$ cat src/bsp_pkg.sv
package bsp_pkg;

    // Fixed field widths
    localparam int ADDR_W   = 48;
    localparam int COUNT_W  = 32;
    localparam int SECTOR_W = 39;
    localparam int FIRST_W  = 9;
    localparam int CHUNK_W  = 18;
    localparam int POS_W    = 17;

    // Internal widths sized for the largest sector and transfer sizes
    localparam int LEN_W    = 21;
    localparam int OFS_W    = 12;

    // Command codes
    localparam logic [1:0] CMD_NONE  = 2'd0;
    localparam logic [1:0] CMD_READ  = 2'd1;
    localparam logic [1:0] CMD_WRITE = 2'd2;
    localparam logic [1:0] CMD_RMW   = 2'd3;

    // Status codes
    localparam logic ST_OK     = 1'b0;
    localparam logic ST_REJECT = 1'b1;

    // Mode codes
    localparam logic MODE_READ  = 1'b0;
    localparam logic MODE_WRITE = 1'b1;

    typedef struct packed {
        logic               mode;
        logic [ADDR_W-1:0]  byte_offset;
        logic [COUNT_W-1:0] byte_count;
    } t_req;

    typedef struct packed {
        logic                status;
        logic [1:0]          command;
        logic [SECTOR_W-1:0] start_sector;
        logic [FIRST_W-1:0]  first_byte;
        logic [CHUNK_W-1:0]  chunk_bytes;
        logic [POS_W-1:0]    data_position;
        logic [CHUNK_W-1:0]  granted_bytes;
        logic                last;
    } t_cmd;

    // One classified request as it waits between front and back
    typedef struct packed {
        logic                wr;
        logic                rej;
        logic [LEN_W-1:0]    len;
        logic [OFS_W-1:0]    so;
        logic                has_head;
        logic                has_mid;
        logic                has_tail;
        logic [LEN_W-1:0]    hchunk;
        logic [LEN_W-1:0]    mchunk;
        logic [LEN_W-1:0]    tchunk;
        logic [SECTOR_W-1:0] sec_head;
        logic [SECTOR_W-1:0] sec_mid;
        logic [SECTOR_W-1:0] sec_tail;
    } t_split;

endpackage

$ cat src/byte_range_sector_splitter.sv
// Channel   | Valid         | Stall         | Payload
// ----------+---------------+---------------+--------------------------
// request   | i_req_valid   | o_req_stall   | i_req   (bsp_pkg::t_req)
// command   | o_cmd_valid   | i_cmd_stall   | o_cmd   (bsp_pkg::t_cmd)
// config    | i_cfg_we      | -             | i_cfg_wdata (capacity)
//
// Each request yields one to three commands, one per cycle while i_cmd_stall
// is low; the first command passes through the clamp register, the split
// queue and the output register.
// A two-entry queue between the front and the command sequencer lets a new
// request be clamped and split while the previous one is still emitting.
// Synchronous active-low reset clears all valids; capacity resets to 0.
module byte_range_sector_splitter #(
    parameter int SECTOR_BYTES = 512,
    parameter int MAX_TRANSFER = 131072
) (
    input  logic            i_clk,
    input  logic            i_rst_n,
    input  logic            i_cfg_we,
    input  logic [47:0]     i_cfg_wdata,
    input  logic            i_req_valid,
    output logic            o_req_stall,
    input  bsp_pkg::t_req   i_req,
    output logic            o_cmd_valid,
    input  logic            i_cmd_stall,
    output bsp_pkg::t_cmd   o_cmd
);
    import bsp_pkg::*;

    logic [47:0] r_capacity;
    logic        q_push;
    logic        q_full;
    logic        q_pop;
    logic        q_valid;
    t_split      q_wdata;
    t_split      q_rdata;

    // Load disk capacity
    always_ff @(posedge i_clk) begin
        if (!i_rst_n) begin
            r_capacity <= '0;
        end else if (i_cfg_we) begin
            r_capacity <= i_cfg_wdata;
        end
    end

    bsp_front #(
        .SECTOR_BYTES (SECTOR_BYTES),
        .MAX_TRANSFER (MAX_TRANSFER)
    ) u_front (
        .i_clk       (i_clk),
        .i_rst_n     (i_rst_n),
        .i_capacity  (r_capacity),
        .i_req_valid (i_req_valid),
        .o_req_stall (o_req_stall),
        .i_req       (i_req),
        .o_q_push    (q_push),
        .i_q_full    (q_full),
        .o_q_data    (q_wdata)
    );

    bsp_fifo u_fifo (
        .i_clk   (i_clk),
        .i_rst_n (i_rst_n),
        .i_push  (q_push),
        .i_data  (q_wdata),
        .o_full  (q_full),
        .i_pop   (q_pop),
        .o_valid (q_valid),
        .o_data  (q_rdata)
    );

    bsp_back u_back (
        .i_clk       (i_clk),
        .i_rst_n     (i_rst_n),
        .i_q_valid   (q_valid),
        .i_q_data    (q_rdata),
        .o_q_pop     (q_pop),
        .o_cmd_valid (o_cmd_valid),
        .i_cmd_stall (i_cmd_stall),
        .o_cmd       (o_cmd)
    );

endmodule

$ cat src/bsp_front.sv
module bsp_front #(
    parameter int SECTOR_BYTES = 512,
    parameter int MAX_TRANSFER = 131072
) (
    input  logic                   i_clk,
    input  logic                   i_rst_n,
    input  logic [47:0]            i_capacity,
    input  logic                   i_req_valid,
    output logic                   o_req_stall,
    input  bsp_pkg::t_req          i_req,
    output logic                   o_q_push,
    input  logic                   i_q_full,
    output bsp_pkg::t_split        o_q_data
);
    import bsp_pkg::*;

    localparam int SB = $clog2(SECTOR_BYTES);

    logic [ADDR_W:0]    diff;
    logic               neg;
    logic [ADDR_W-1:0]  avail;
    logic [ADDR_W-1:0]  cnt;
    logic [ADDR_W-1:0]  len_c;
    logic               rej;
    logic [LEN_W-1:0]   len_m;

    logic               r_a_valid;
    logic               r_a_wr;
    logic               r_a_rej;
    logic [LEN_W-1:0]   r_a_len;
    logic [ADDR_W-1:0]  r_a_off;
    logic               accept;

    logic [SB-1:0]      so;
    logic [SECTOR_W-1:0] sec0;
    logic [LEN_W-1:0]   room;
    logic [LEN_W-1:0]   hchunk;
    logic [LEN_W-1:0]   rem;
    logic [LEN_W-1:0]   mchunk;
    logic [LEN_W-1:0]   tchunk;
    logic               has_head;
    logic               has_mid;
    logic [SECTOR_W-1:0] sec_mid;

    // Clamp the request against the capacity and the transfer limit
    always_comb begin
        diff  = {1'b0, i_capacity} - {1'b0, i_req.byte_offset};
        neg   = diff[ADDR_W];
        avail = diff[ADDR_W-1:0];
        cnt   = ADDR_W'(i_req.byte_count);
        rej   = 1'b0;
        len_c = cnt;
        if (i_req.mode == MODE_WRITE) begin
            rej = neg || (cnt > avail);
        end else if (neg || avail == '0) begin
            len_c = '0;
        end else if (cnt > avail) begin
            len_c = avail;
        end
        if (rej) begin
            len_m = '0;
        end else if (len_c > ADDR_W'(MAX_TRANSFER)) begin
            len_m = LEN_W'(MAX_TRANSFER);
        end else begin
            len_m = LEN_W'(len_c);
        end
    end

    assign o_q_push    = r_a_valid && !i_q_full;
    assign o_req_stall = r_a_valid && !o_q_push;
    assign accept      = i_req_valid && !o_req_stall;

    // Hold the clamped request for the split stage
    always_ff @(posedge i_clk) begin
        if (!i_rst_n) begin
            r_a_valid <= 1'b0;
        end else if (accept) begin
            r_a_valid <= 1'b1;
        end else if (o_q_push) begin
            r_a_valid <= 1'b0;
        end
    end

    always_ff @(posedge i_clk) begin
        if (accept) begin
            r_a_wr  <= i_req.mode;
            r_a_rej <= rej;
            r_a_len <= len_m;
            r_a_off <= i_req.byte_offset;
        end
    end

    // Split into head, aligned middle and tail pieces
    always_comb begin
        so       = r_a_off[SB-1:0];
        sec0     = SECTOR_W'(r_a_off >> SB);
        has_head = (so != '0) && (r_a_len != '0);
        room     = LEN_W'(SECTOR_BYTES) - LEN_W'(so);
        if (!has_head) begin
            hchunk = '0;
        end else if (room > r_a_len) begin
            hchunk = r_a_len;
        end else begin
            hchunk = room;
        end
        rem     = r_a_len - hchunk;
        has_mid = rem >= LEN_W'(SECTOR_BYTES);
        mchunk  = has_mid ? (rem & ~LEN_W'(SECTOR_BYTES - 1)) : '0;
        tchunk  = rem - mchunk;
        sec_mid = sec0 + SECTOR_W'(has_head);

        o_q_data.wr       = r_a_wr;
        o_q_data.rej      = r_a_rej;
        o_q_data.len      = r_a_len;
        o_q_data.so       = OFS_W'(so);
        o_q_data.has_head = has_head;
        o_q_data.has_mid  = has_mid;
        o_q_data.has_tail = tchunk != '0;
        o_q_data.hchunk   = hchunk;
        o_q_data.mchunk   = mchunk;
        o_q_data.tchunk   = tchunk;
        o_q_data.sec_head = sec0;
        o_q_data.sec_mid  = sec_mid;
        o_q_data.sec_tail = sec_mid + SECTOR_W'(mchunk >> SB);
    end

endmodule

$ cat src/bsp_fifo.sv
module bsp_fifo (
    input  logic            i_clk,
    input  logic            i_rst_n,
    input  logic            i_push,
    input  bsp_pkg::t_split i_data,
    output logic            o_full,
    input  logic            i_pop,
    output logic            o_valid,
    output bsp_pkg::t_split o_data
);
    import bsp_pkg::*;

    t_split     r_mem [2];
    logic       r_wr_ptr;
    logic       r_rd_ptr;
    logic [1:0] r_count;

    assign o_full  = r_count == 2'd2;
    assign o_valid = r_count != 2'd0;
    assign o_data  = r_mem[r_rd_ptr];

    // Advance pointers and count
    always_ff @(posedge i_clk) begin
        if (!i_rst_n) begin
            r_wr_ptr <= 1'b0;
            r_rd_ptr <= 1'b0;
            r_count  <= 2'd0;
        end else begin
            if (i_push) begin
                r_wr_ptr <= ~r_wr_ptr;
            end
            if (i_pop) begin
                r_rd_ptr <= ~r_rd_ptr;
            end
            if (i_push && !i_pop) begin
                r_count <= r_count + 2'd1;
            end else if (i_pop && !i_push) begin
                r_count <= r_count - 2'd1;
            end
        end
    end

    // Store entries
    always_ff @(posedge i_clk) begin
        if (i_push) begin
            r_mem[r_wr_ptr] <= i_data;
        end
    end

endmodule

$ cat src/bsp_back.sv
module bsp_back (
    input  logic            i_clk,
    input  logic            i_rst_n,
    input  logic            i_q_valid,
    input  bsp_pkg::t_split i_q_data,
    output logic            o_q_pop,
    output logic            o_cmd_valid,
    input  logic            i_cmd_stall,
    output bsp_pkg::t_cmd   o_cmd
);
    import bsp_pkg::*;

    logic       r_valid;
    t_cmd       r_cmd;
    logic [2:0] r_done;
    logic [2:0] n_done;
    t_cmd       n_cmd;
    logic       adv;
    logic       fire;
    logic       p_head;
    logic       p_mid;
    logic       p_tail;
    logic [LEN_W-1:0] pos_tail;

    assign adv  = !r_valid || !i_cmd_stall;
    assign fire = i_q_valid && adv;

    // Pick the next pending piece of the request at the queue head
    always_comb begin
        p_head   = i_q_data.has_head && !r_done[0];
        p_mid    = i_q_data.has_mid  && !r_done[1];
        p_tail   = i_q_data.has_tail && !r_done[2];
        pos_tail = i_q_data.hchunk + i_q_data.mchunk;
        n_done   = r_done;

        n_cmd.status        = i_q_data.rej ? ST_REJECT : ST_OK;
        n_cmd.command       = CMD_NONE;
        n_cmd.start_sector  = '0;
        n_cmd.first_byte    = '0;
        n_cmd.chunk_bytes   = '0;
        n_cmd.data_position = '0;
        n_cmd.granted_bytes = CHUNK_W'(i_q_data.len);
        n_cmd.last          = 1'b1;

        if (p_head) begin
            n_cmd.command      = i_q_data.wr ? CMD_RMW : CMD_READ;
            n_cmd.start_sector = i_q_data.sec_head;
            n_cmd.first_byte   = FIRST_W'(i_q_data.so);
            n_cmd.chunk_bytes  = CHUNK_W'(i_q_data.hchunk);
            n_cmd.last         = !(p_mid || p_tail);
            n_done[0]          = 1'b1;
        end else if (p_mid) begin
            n_cmd.command       = i_q_data.wr ? CMD_WRITE : CMD_READ;
            n_cmd.start_sector  = i_q_data.sec_mid;
            n_cmd.chunk_bytes   = CHUNK_W'(i_q_data.mchunk);
            n_cmd.data_position = POS_W'(i_q_data.hchunk);
            n_cmd.last          = !p_tail;
            n_done[1]           = 1'b1;
        end else if (p_tail) begin
            n_cmd.command       = i_q_data.wr ? CMD_RMW : CMD_READ;
            n_cmd.start_sector  = i_q_data.sec_tail;
            n_cmd.chunk_bytes   = CHUNK_W'(i_q_data.tchunk);
            n_cmd.data_position = POS_W'(pos_tail);
            n_done[2]           = 1'b1;
        end
    end

    // Drop the request from the queue with its final command
    assign o_q_pop = fire && n_cmd.last;

    always_ff @(posedge i_clk) begin
        if (!i_rst_n) begin
            r_valid <= 1'b0;
            r_done  <= 3'b000;
        end else begin
            if (fire) begin
                r_valid <= 1'b1;
                r_done  <= n_cmd.last ? 3'b000 : n_done;
            end else if (adv) begin
                r_valid <= 1'b0;
            end
        end
    end

    // Hold the command until taken
    always_ff @(posedge i_clk) begin
        if (fire) begin
            r_cmd <= n_cmd;
        end
    end

    assign o_cmd_valid = r_valid;
    assign o_cmd       = r_cmd;

endmodule
$ cat config.mk
export PLATFORM = sky130hd
export DESIGN_NAME = byte_range_sector_splitter
export DESIGN_NICKNAME = d
export VERILOG_FILES = /design/src/bsp_pkg.sv /design/src/byte_range_sector_splitter.sv /design/src/bsp_front.sv /design/src/bsp_fifo.sv /design/src/bsp_back.sv
export SDC_FILE = /design/constraint.sdc
export NUM_CORES = 1
export LEC_CHECK = 0
export ABC_CLOCK_PERIOD_IN_PS = 13500
export BUFFER_PORTS_ARGS = -buffer_cell sky130_fd_sc_hd__buf_2
export CORE_MARGIN = 10
export CORE_UTILIZATION = 40
export CTS_CLUSTER_DIAMETER = 30
export DETAILED_ROUTE_END_ITERATION = 12
export PLACE_DENSITY = 0.68
export SETUP_SLACK_MARGIN = 0.3
export SLEW_MARGIN = 20
export SYNTH_ARGS = -nofsm -noshare
export SYNTH_HDL_FRONTEND = slang
export SYNTH_SLANG_ARGS = --single-unit
$ cat constraint.sdc
create_clock -name i_clk -period 13.5 [get_ports i_clk]
set_input_delay 2.025 -clock i_clk [delete_from_list [all_inputs] [get_ports i_clk]]
set_output_delay 2.025 -clock i_clk [all_outputs]
set_load 0.02 [all_outputs]
==> results.toml, run 1 <==
[timing]
worst_pin_slew_ns = 1.09
slew_viol_final = 0
min_period_ns = 9.41
clock-skew-final_ns = 0.0529
finalHoldViolations = 0
period_share_pct = 69.7
grt_setup_unrepaired = "false"
worst_slack_ns = 4.09
setup_tns_ns = 0
fmax_ghz = 0.106
setup_viol = 0
relSlewSlack_pct = 25.7

[clock_tree]
worstSkewPairLatency_ns = 0.68
cts.htree.levels = 3
cts_buffer_depth = 3
post_cts_buffers = 0
clock-root-buffer = "clkbuf_16"
cts.sinks = 622
cts.clk_slew.worst_paths_ns = 0.05
cts_resized = 0
cts_tree = "built"
numCtsBuffers = 111
cts_hold_buf = 0

[synth]
yosysTopAreaCell = "edfxtp_1"
ys_types = 87
synth_flop_cell = "edfxtp_1"
synth.top_cell.area_share_pct = 55.2
ys_seq_area_share_pct = 59.0
synthSimpleGateAreaFrac_pct = 9.95
synthMuxAreaShare_pct = 4.71
synthAdderAreaFrac_pct = 5.77
synth_area_um2 = 30700
synth_warnings = 0
synth_top_family_by_area = "compound AO/OA/AOI/OAI gates"
synth-compound-area-share_pct = 13.7
synth_xor_area_share_pct = 3.80
ys_seq_elements = 622
yosys-top-cells-area = "edfxtp_1 (55%), ha_1 (5.5%), dfxtp_1 (3.8%), mux2i_1 (2.9%), a221o_1 (2.6%)"
ys_async_sr_fraction_pct = 0
synth-edff-count = 564
synth_cells = 2459
syn_area_per_cell_um2 = 12.5

[critical_path]
worstPathMaxFanout = 10
cp.required_ns = 13.89
path_class = "register to register"
slowest_delay_ns = 0.55
cp.buffers_inverters = 5
r2r_start = "u_front.r_a_off[0]$_DFFE_PP_"
r2r_setup_slack_ns = 4.09
cpMostUsedCell = "o21a_1"
cpMaxStageDelayCell = "edfxtp_1"
r2r-end = "u_fifo.r_mem[1][38]$_DFFE_PP_"
cp-end-kind = "register"
cp.arrival_ns = 9.80
r2r_cells = 44
critical-path-top-delay-family = "compound AO/OA/AOI/OAI gates"
worst_setup_path_start_kind = "register"

[global_routing]
grt.total_usage_pct = 18.5
grt_pass1_wl_mm = 129
grt_antenna_before_repair = 8
grt_start_max_net_pins = 196
overflow = 0
grt_pass1_vias = 21700

[power_and_ir_drop]
p_leak_nw = 13.9
vdd_drop_max_mv = 0.0909
power.density_nw_per_um2 = 166
total_power_mw = 6.17

[drt]
drcViolationCount = 0
first_pass_iters = 5
vias = 21400
viasPerCell = 5.49
ant_nets = 0
wl_per_cell_um = 21.7
drt_first_iter_violations = 1655
wl_mm = 84.6

[floorplan]
die_area_um2 = 88100
start_util_pct = 40.4
die_w_um = 297
coreArea_um2 = 75900
rows = 101
io_pins = 241
fp.dieH_um = 297

[flow_run]
drv_cap = 0

[place]
port_buffers = 240
dp_cells = 3680
gp_congestion = 0.939
hpwl_mm = 60.9
preCtsSetupSlack_ns = 4.29

[cells_and_area]
final_layout_size_suffix_gt1_share_pct = 19.8
multi_input_area_um2 = 11800
syn2layout_area_growth_pct = 21.1
nets = 3037
n_fill_cell = 6571
final_common_cell = "edfxtp_1"
final_cell_mix = "edfxtp_1 (564), buf_2 (240), o21ai_0 (147), nor2_1 (144), inv_1 (138)"
area.sequential_um2 = 18100
final_cell_count_no_fill = 3899

[min_path]
whs_path_depth = 0
holdPathEnd = "u_fifo.r_mem[1][213]$_DFFE_PP_"
holdCritPathClass = "register to register"
min-delay-start = "u_front.r_a_rej$_DFFE_PP_"

[outcome]
status = "complete, no violations"
==> worst reg2reg max path: cells and delay by family (launching register included) <==
family                     cells  cell delay, ns
AOI/OAI and AO/OA             23            4.26
xor gates and xnor gates       2            0.39
adders and majority gates      5            1.70
buffers and inverters          5            0.79
DFF                            1            0.55
muxes                          1            0.11
and+or+nand+nor                8            1.34
==> worst max-delay path by stage <==
stage / from / end / slack, ns / depth (start not counted)
after floorplan: u_fifo.r_count[0]$_SDFFE_PN0P_ / u_fifo.r_wr_ptr$_SDFFE_PN0P_ / 4.08 / 4
after global placement: u_front.r_a_off[3]$_DFFE_PP_ / u_fifo.r_mem[0][38]$_DFFE_PP_ / 4.49 / 38
after detailed placement: u_front.r_a_off[0]$_DFFE_PP_ / u_fifo.r_mem[0][38]$_DFFE_PP_ / 4.29 / 43
after CTS: u_front.r_a_off[0]$_DFFE_PP_ / u_fifo.r_mem[0][38]$_DFFE_PP_ / 4.23 / 43
after global routing: u_front.r_a_off[0]$_DFFE_PP_ / u_fifo.r_mem[1][36]$_DFFE_PP_ / 3.33 / 44
final: u_front.r_a_off[0]$_DFFE_PP_ / u_fifo.r_mem[1][38]$_DFFE_PP_ / 4.09 / 44
==> cell families (layout without fill, tap and decap cells) <==
family | Yosys count | in the layout
AND/OR/NAND/NOR | 593 | 593
other | 2 | 46
AO/OA/AOI/OAI | 590 | 590
XOR/XNOR | 133 | 133
adder cells (fa/ha/maj) | 139 | 139
buffers and inverters | 242 | 608
flip-flops | 622 | 622
multiplexers | 138 | 138
==> cells in the mapped netlist (11+ instances only) <==
| library cell | instances |
|---|---|
| edfxtp_1 | 564 |
| nor2_1 | 148 |
| o21ai_0 | 147 |
| inv_1 | 138 |
| ha_1 | 135 |
| nand2_1 | 101 |
| xnor2_1 | 92 |
| mux2i_1 | 88 |
| a21oi_1 | 87 |
| clkbuf_1 | 82 |
| a221o_1 | 81 |
| nor2b_1 | 63 |
| dfxtp_1 | 58 |
| o211ai_1 | 54 |
| mux2_2 | 50 |
| nand3_1 | 46 |
| nor3_1 | 42 |
| a21o_1 | 41 |
| xor2_1 | 41 |
| nand4_1 | 40 |
| o21a_1 | 25 |
| nand2b_1 | 24 |
| a22oi_1 | 21 |
| nor4_1 | 21 |
| and3_1 | 20 |
| or2_2 | 16 |
| or3_1 | 16 |
| a31oi_1 | 14 |
| o21bai_1 | 14 |
| a21boi_0 | 11 |
| buf_1 | 11 |
==> where the power goes <==
group	leakage [nW]	switching (mW)	total [mW]	internal (mW)
logic	6.24	0.595	0.896	0.301
registers	5.72	0.0689	2.37	2.31
clock network	1.92	1.03	2.90	1.87
==> layout make-up <==
cell class,count,share of cell area [%]
sequential,622,48.7
antenna,7,0.0472
timing repair buffer,259,3.70
inverter,138,1.39
multi-input combinational,1632,31.8
tap,1030,3.47
clock inverter,86,3.03
clock buffer,125,7.81
==> through the flow <==
step                      hold WS [ns]  utilization [%]  area (um2)
after floorplan                  0.421                -       30800
after global placement           0.432             43.5       33100
after detailed placement         0.463             43.5       33100
after CTS                        0.473             48.9       37100
after global routing             0.485             48.9       37100
final                            0.459             48.9       37100
==> metal layers <==
metal,track usage (%),vias to the layer above,wire length [um]
met2,30.5,696,40600
li1,-,10000,-
met4,6.38,2,2020
met1,24.6,10600,37100
met3,2.78,125,4810
met5,0,-,13
==> sequential cells by signal (all words and copies together), names as in the netlist, named ones only <==
register,flops
u_fifo.r_count,2
u_back.o_cmd,105
r_capacity,48
u_back.r_done,3
u_front.r_a_rej,1
u_front.r_a_wr,1
u_fifo.r_wr_ptr,1
u_back.o_cmd_valid,1
u_front.r_a_valid,1
u_front.r_a_off,48
u_fifo.r_rd_ptr,1
u_front.r_a_len,21
u_fifo.r_mem,388
Note: power is estimated with default switching activity, not from simulation.
==> inputs of run 2 (changes only) <==
--- a/config.mk
+++ b/config.mk
@@ -5,13 +5,14 @@
 export SDC_FILE = /design/constraint.sdc
 export NUM_CORES = 1
 export LEC_CHECK = 0
-export ABC_CLOCK_PERIOD_IN_PS = 13500
+export ABC_AREA = 1
+export ABC_CLOCK_PERIOD_IN_PS = 7900
 export BUFFER_PORTS_ARGS = -buffer_cell sky130_fd_sc_hd__buf_2
 export CORE_MARGIN = 10
 export CORE_UTILIZATION = 40
 export CTS_CLUSTER_DIAMETER = 30
 export DETAILED_ROUTE_END_ITERATION = 12
-export PLACE_DENSITY = 0.68
+export PLACE_DENSITY = 0.7
 export SETUP_SLACK_MARGIN = 0.3
 export SLEW_MARGIN = 20
 export SYNTH_ARGS = -nofsm -noshare
==> constraint.sdc (replaced) <==
create_clock -name i_clk -period 7.9 [get_ports i_clk]
set_input_delay 1.185 -clock i_clk [delete_from_list [all_inputs] [get_ports i_clk]]
set_output_delay 1.185 -clock i_clk [all_outputs]
set_load 0.02 [all_outputs]
==> run 2 against run 1 <==
First-iteration DRC count grew 30%. Cell count is 26% higher. Critical path type unchanged. Critical endpoint is now u_fifo.r_mem[1][33]$_DFFE_PP_. Via count is 17% higher. Critical path depth is 5 higher. Worst hold slack got worse by 0.016 ns. Clock-buffer cell count fell by 2. Register-to-register slack got worse by 3.4 ns. Sequential share of layout area shrank 2.5 points. Routed wire length increased by 7.1%. Fmax grew 31%. Worst setup slack got worse by 3.4 ns. Sequential cell count did not move.
==> results.toml, run 2 <==
[outcome]
status = "complete, no violations"

[cells_and_area]
largest-register = "u_fifo.r_mem"
final_cell_area_um2 = 39200
final_cell_count_no_fill = 4904
final_cell_mix = "nand2_1 (957), edfxtp_1 (564), inv_1 (420), nor2_1 (284), buf_2 (240)"
nets = 4027
final_layout_size_suffix_gt1_share_pct = 17.1
postLayoutCoreUtil_pct = 49.4
final_common_cell = "nand2_1"
syn2layout_area_growth_pct = 21.9
largest_reg_flops = 388

[floorplan]
die_area_um2 = 92000
fp.dieH_um = 303
rows = 103
die_w_um = 303
start_util_pct = 40.5
io_pins = 241
coreArea_um2 = 79300

[critical_path]
cp-end-kind = "register"
critical-path-top-delay-family = "simple AND/OR/NAND/NOR gates"
cpMaxStageDelayCell = "edfxtp_1"
cpMostUsedCell = "nand2_1"
r2r_start = "u_front.r_a_off[2]$_DFFE_PP_"
cp.arrival_ns = 7.62
slowest_delay_ns = 0.45
worstPathMaxFanout = 5
cp.buffers_inverters = 7
critPathLaunch = "u_front.r_a_off[2]$_DFFE_PP_"
cp.required_ns = 8.32
path_class = "register to register"
worst_setup_path_start_kind = "register"

[drt]
drcViolationCount = 0
viasPerCell = 5.11
wl_per_cell_um = 18.5
ant_nets = 0
drt_first_iter_violations = 2156
wl_mm = 90.5
first_pass_iters = 5
vias = 25100

[synth]
yosys-top-cells-area = "edfxtp_1 (53%), nand2_1 (11%), ha_1 (5.3%), inv_1 (5.0%), dfxtp_1 (3.6%)"
ys_types = 57
syn_area_per_cell_um2 = 9.47
ys_seq_elements = 622
ys_async_sr_fraction_pct = 0
yosysTopAreaCell = "edfxtp_1"
synth-edff-count = 564
synth_area_um2 = 32100
yosys-top-cells-count = "nand2_1 (963), edfxtp_1 (564), inv_1 (427), nor2_1 (297), ha_1 (135)"
synth_flop_cell = "edfxtp_1"
synth.top_cell.area_share_pct = 52.7
yosysMostFrequentCell = "nand2_1"
synth_warnings = 0
ys_seq_area_share_pct = 56.3
synth_cells = 3390

[global_routing]
overflow = 0
grt_pass1_vias = 24300
grt.total_usage_pct = 19.1
grt_start_max_net_pins = 147
grt_antenna_before_repair = 7
grt_pass1_wl_mm = 137

[timing]
period_share_pct = 91.1
worst_pin_slew_ns = 1.05
hold_ws_ns = 0.442
grt_setup_unrepaired = "false"
worst_slack_ns = 0.701
clock-skew-final_ns = 0.0524
setup_viol = 0
relSlewSlack_pct = 30.0
min_period_ns = 7.20
finalHoldViolations = 0
fmax_ghz = 0.139
setup_tns_ns = 0
slew_viol_final = 0

[place]
hpwl_mm = 65.5
dp_cells = 4667
gp_congestion = 0.964
port_buffers = 240
preCtsSetupSlack_ns = -0.0979
placed_cell_area_um2 = 34800

[clock_tree]
clock-root-buffer = "clkbuf_16"
cts.clk_slew.worst_paths_ns = 0.06
cts_tree = "built"
numCtsBuffers = 111
cts_buffer_depth = 3
cts.htree.levels = 3
worstSkewPairLatency_ns = 0.68
cts.sinks = 622

[power_and_ir_drop]
vdd_drop_max_mv = 0.197
p_leak_nw = 16.9
power.density_nw_per_um2 = 270
total_power_mw = 10.6

[min_path]
min-delay-start = "u_front.r_a_rej$_DFFE_PP_"
holdCritPathClass = "register to register"

[flow_run]
drv_cap = 0
==> run 2: layout make-up <==
| cell class | count | area, um2 |
|---|---|---|
| fillers | 7187 | 40100 |
| inverters | 461 | 1740 |
| diodes | 2 | 5.00 |
| flip-flops and latches | 622 | 18100 |
| multi-input cells | 2253 | 12300 |
| repair buffers | 305 | 1710 |
| well taps | 1050 | 1310 |
| clock buffers | 123 | 2870 |
| clock inverters | 88 | 1070 |
==> run 2: routing by layer <==
metal	wire length [um]	GRT usage, %
met1	39600	25.5
met2	42200	30.7
met3	5830	3.23
met4	2890	7.66
met5	0	0
==> run 2: path summary, 6_finish.rpt <==
path                                         end  slack [ns]  cells past startpoint
setup / recovery   u_fifo.r_mem[1][33]$_DFFE_PP_        0.70                     49
hold / removal    u_fifo.r_mem[0][213]$_DFFE_PP_        0.44                      0
setup reg to reg   u_fifo.r_mem[1][33]$_DFFE_PP_        0.70                     49
hold reg to reg   u_fifo.r_mem[0][213]$_DFFE_PP_        0.44                      0
==> run 2: kinds of logic after synthesis <==
kind of cell             Yosys count  synth area share (%)
AO/OA/AOI/OAI                    398                  7.97
buffers and inverters            552                  6.55
adder cells (fa/ha/maj)          139                  5.51
AND/OR/NAND/NOR                 1562                  20.4
XOR/XNOR                         105                  2.86
flip-flops                       622                  56.3
multiplexers                      10                 0.312
other                              2                0.0234
==> run 2: repair_timing <==
action / 4_1_cts / 5_1_grt
pin swaps: 6 / 29
resized for setup: 16 / 54
hold buffers: 0 / 0
gates cloned: 0 / 0
setup buffers: 4 / 20
setup endpoints to repair: 36 / 50
==> run 2: power by group <==
group          leakage [nW]  total, mW  switching (mW)  internal [mW]
clock network          1.89       4.88            1.77           3.12
logic                  9.27       1.64            1.11          0.524
registers              5.73       4.04           0.101           3.94
total                  16.9       10.6            2.98           7.58
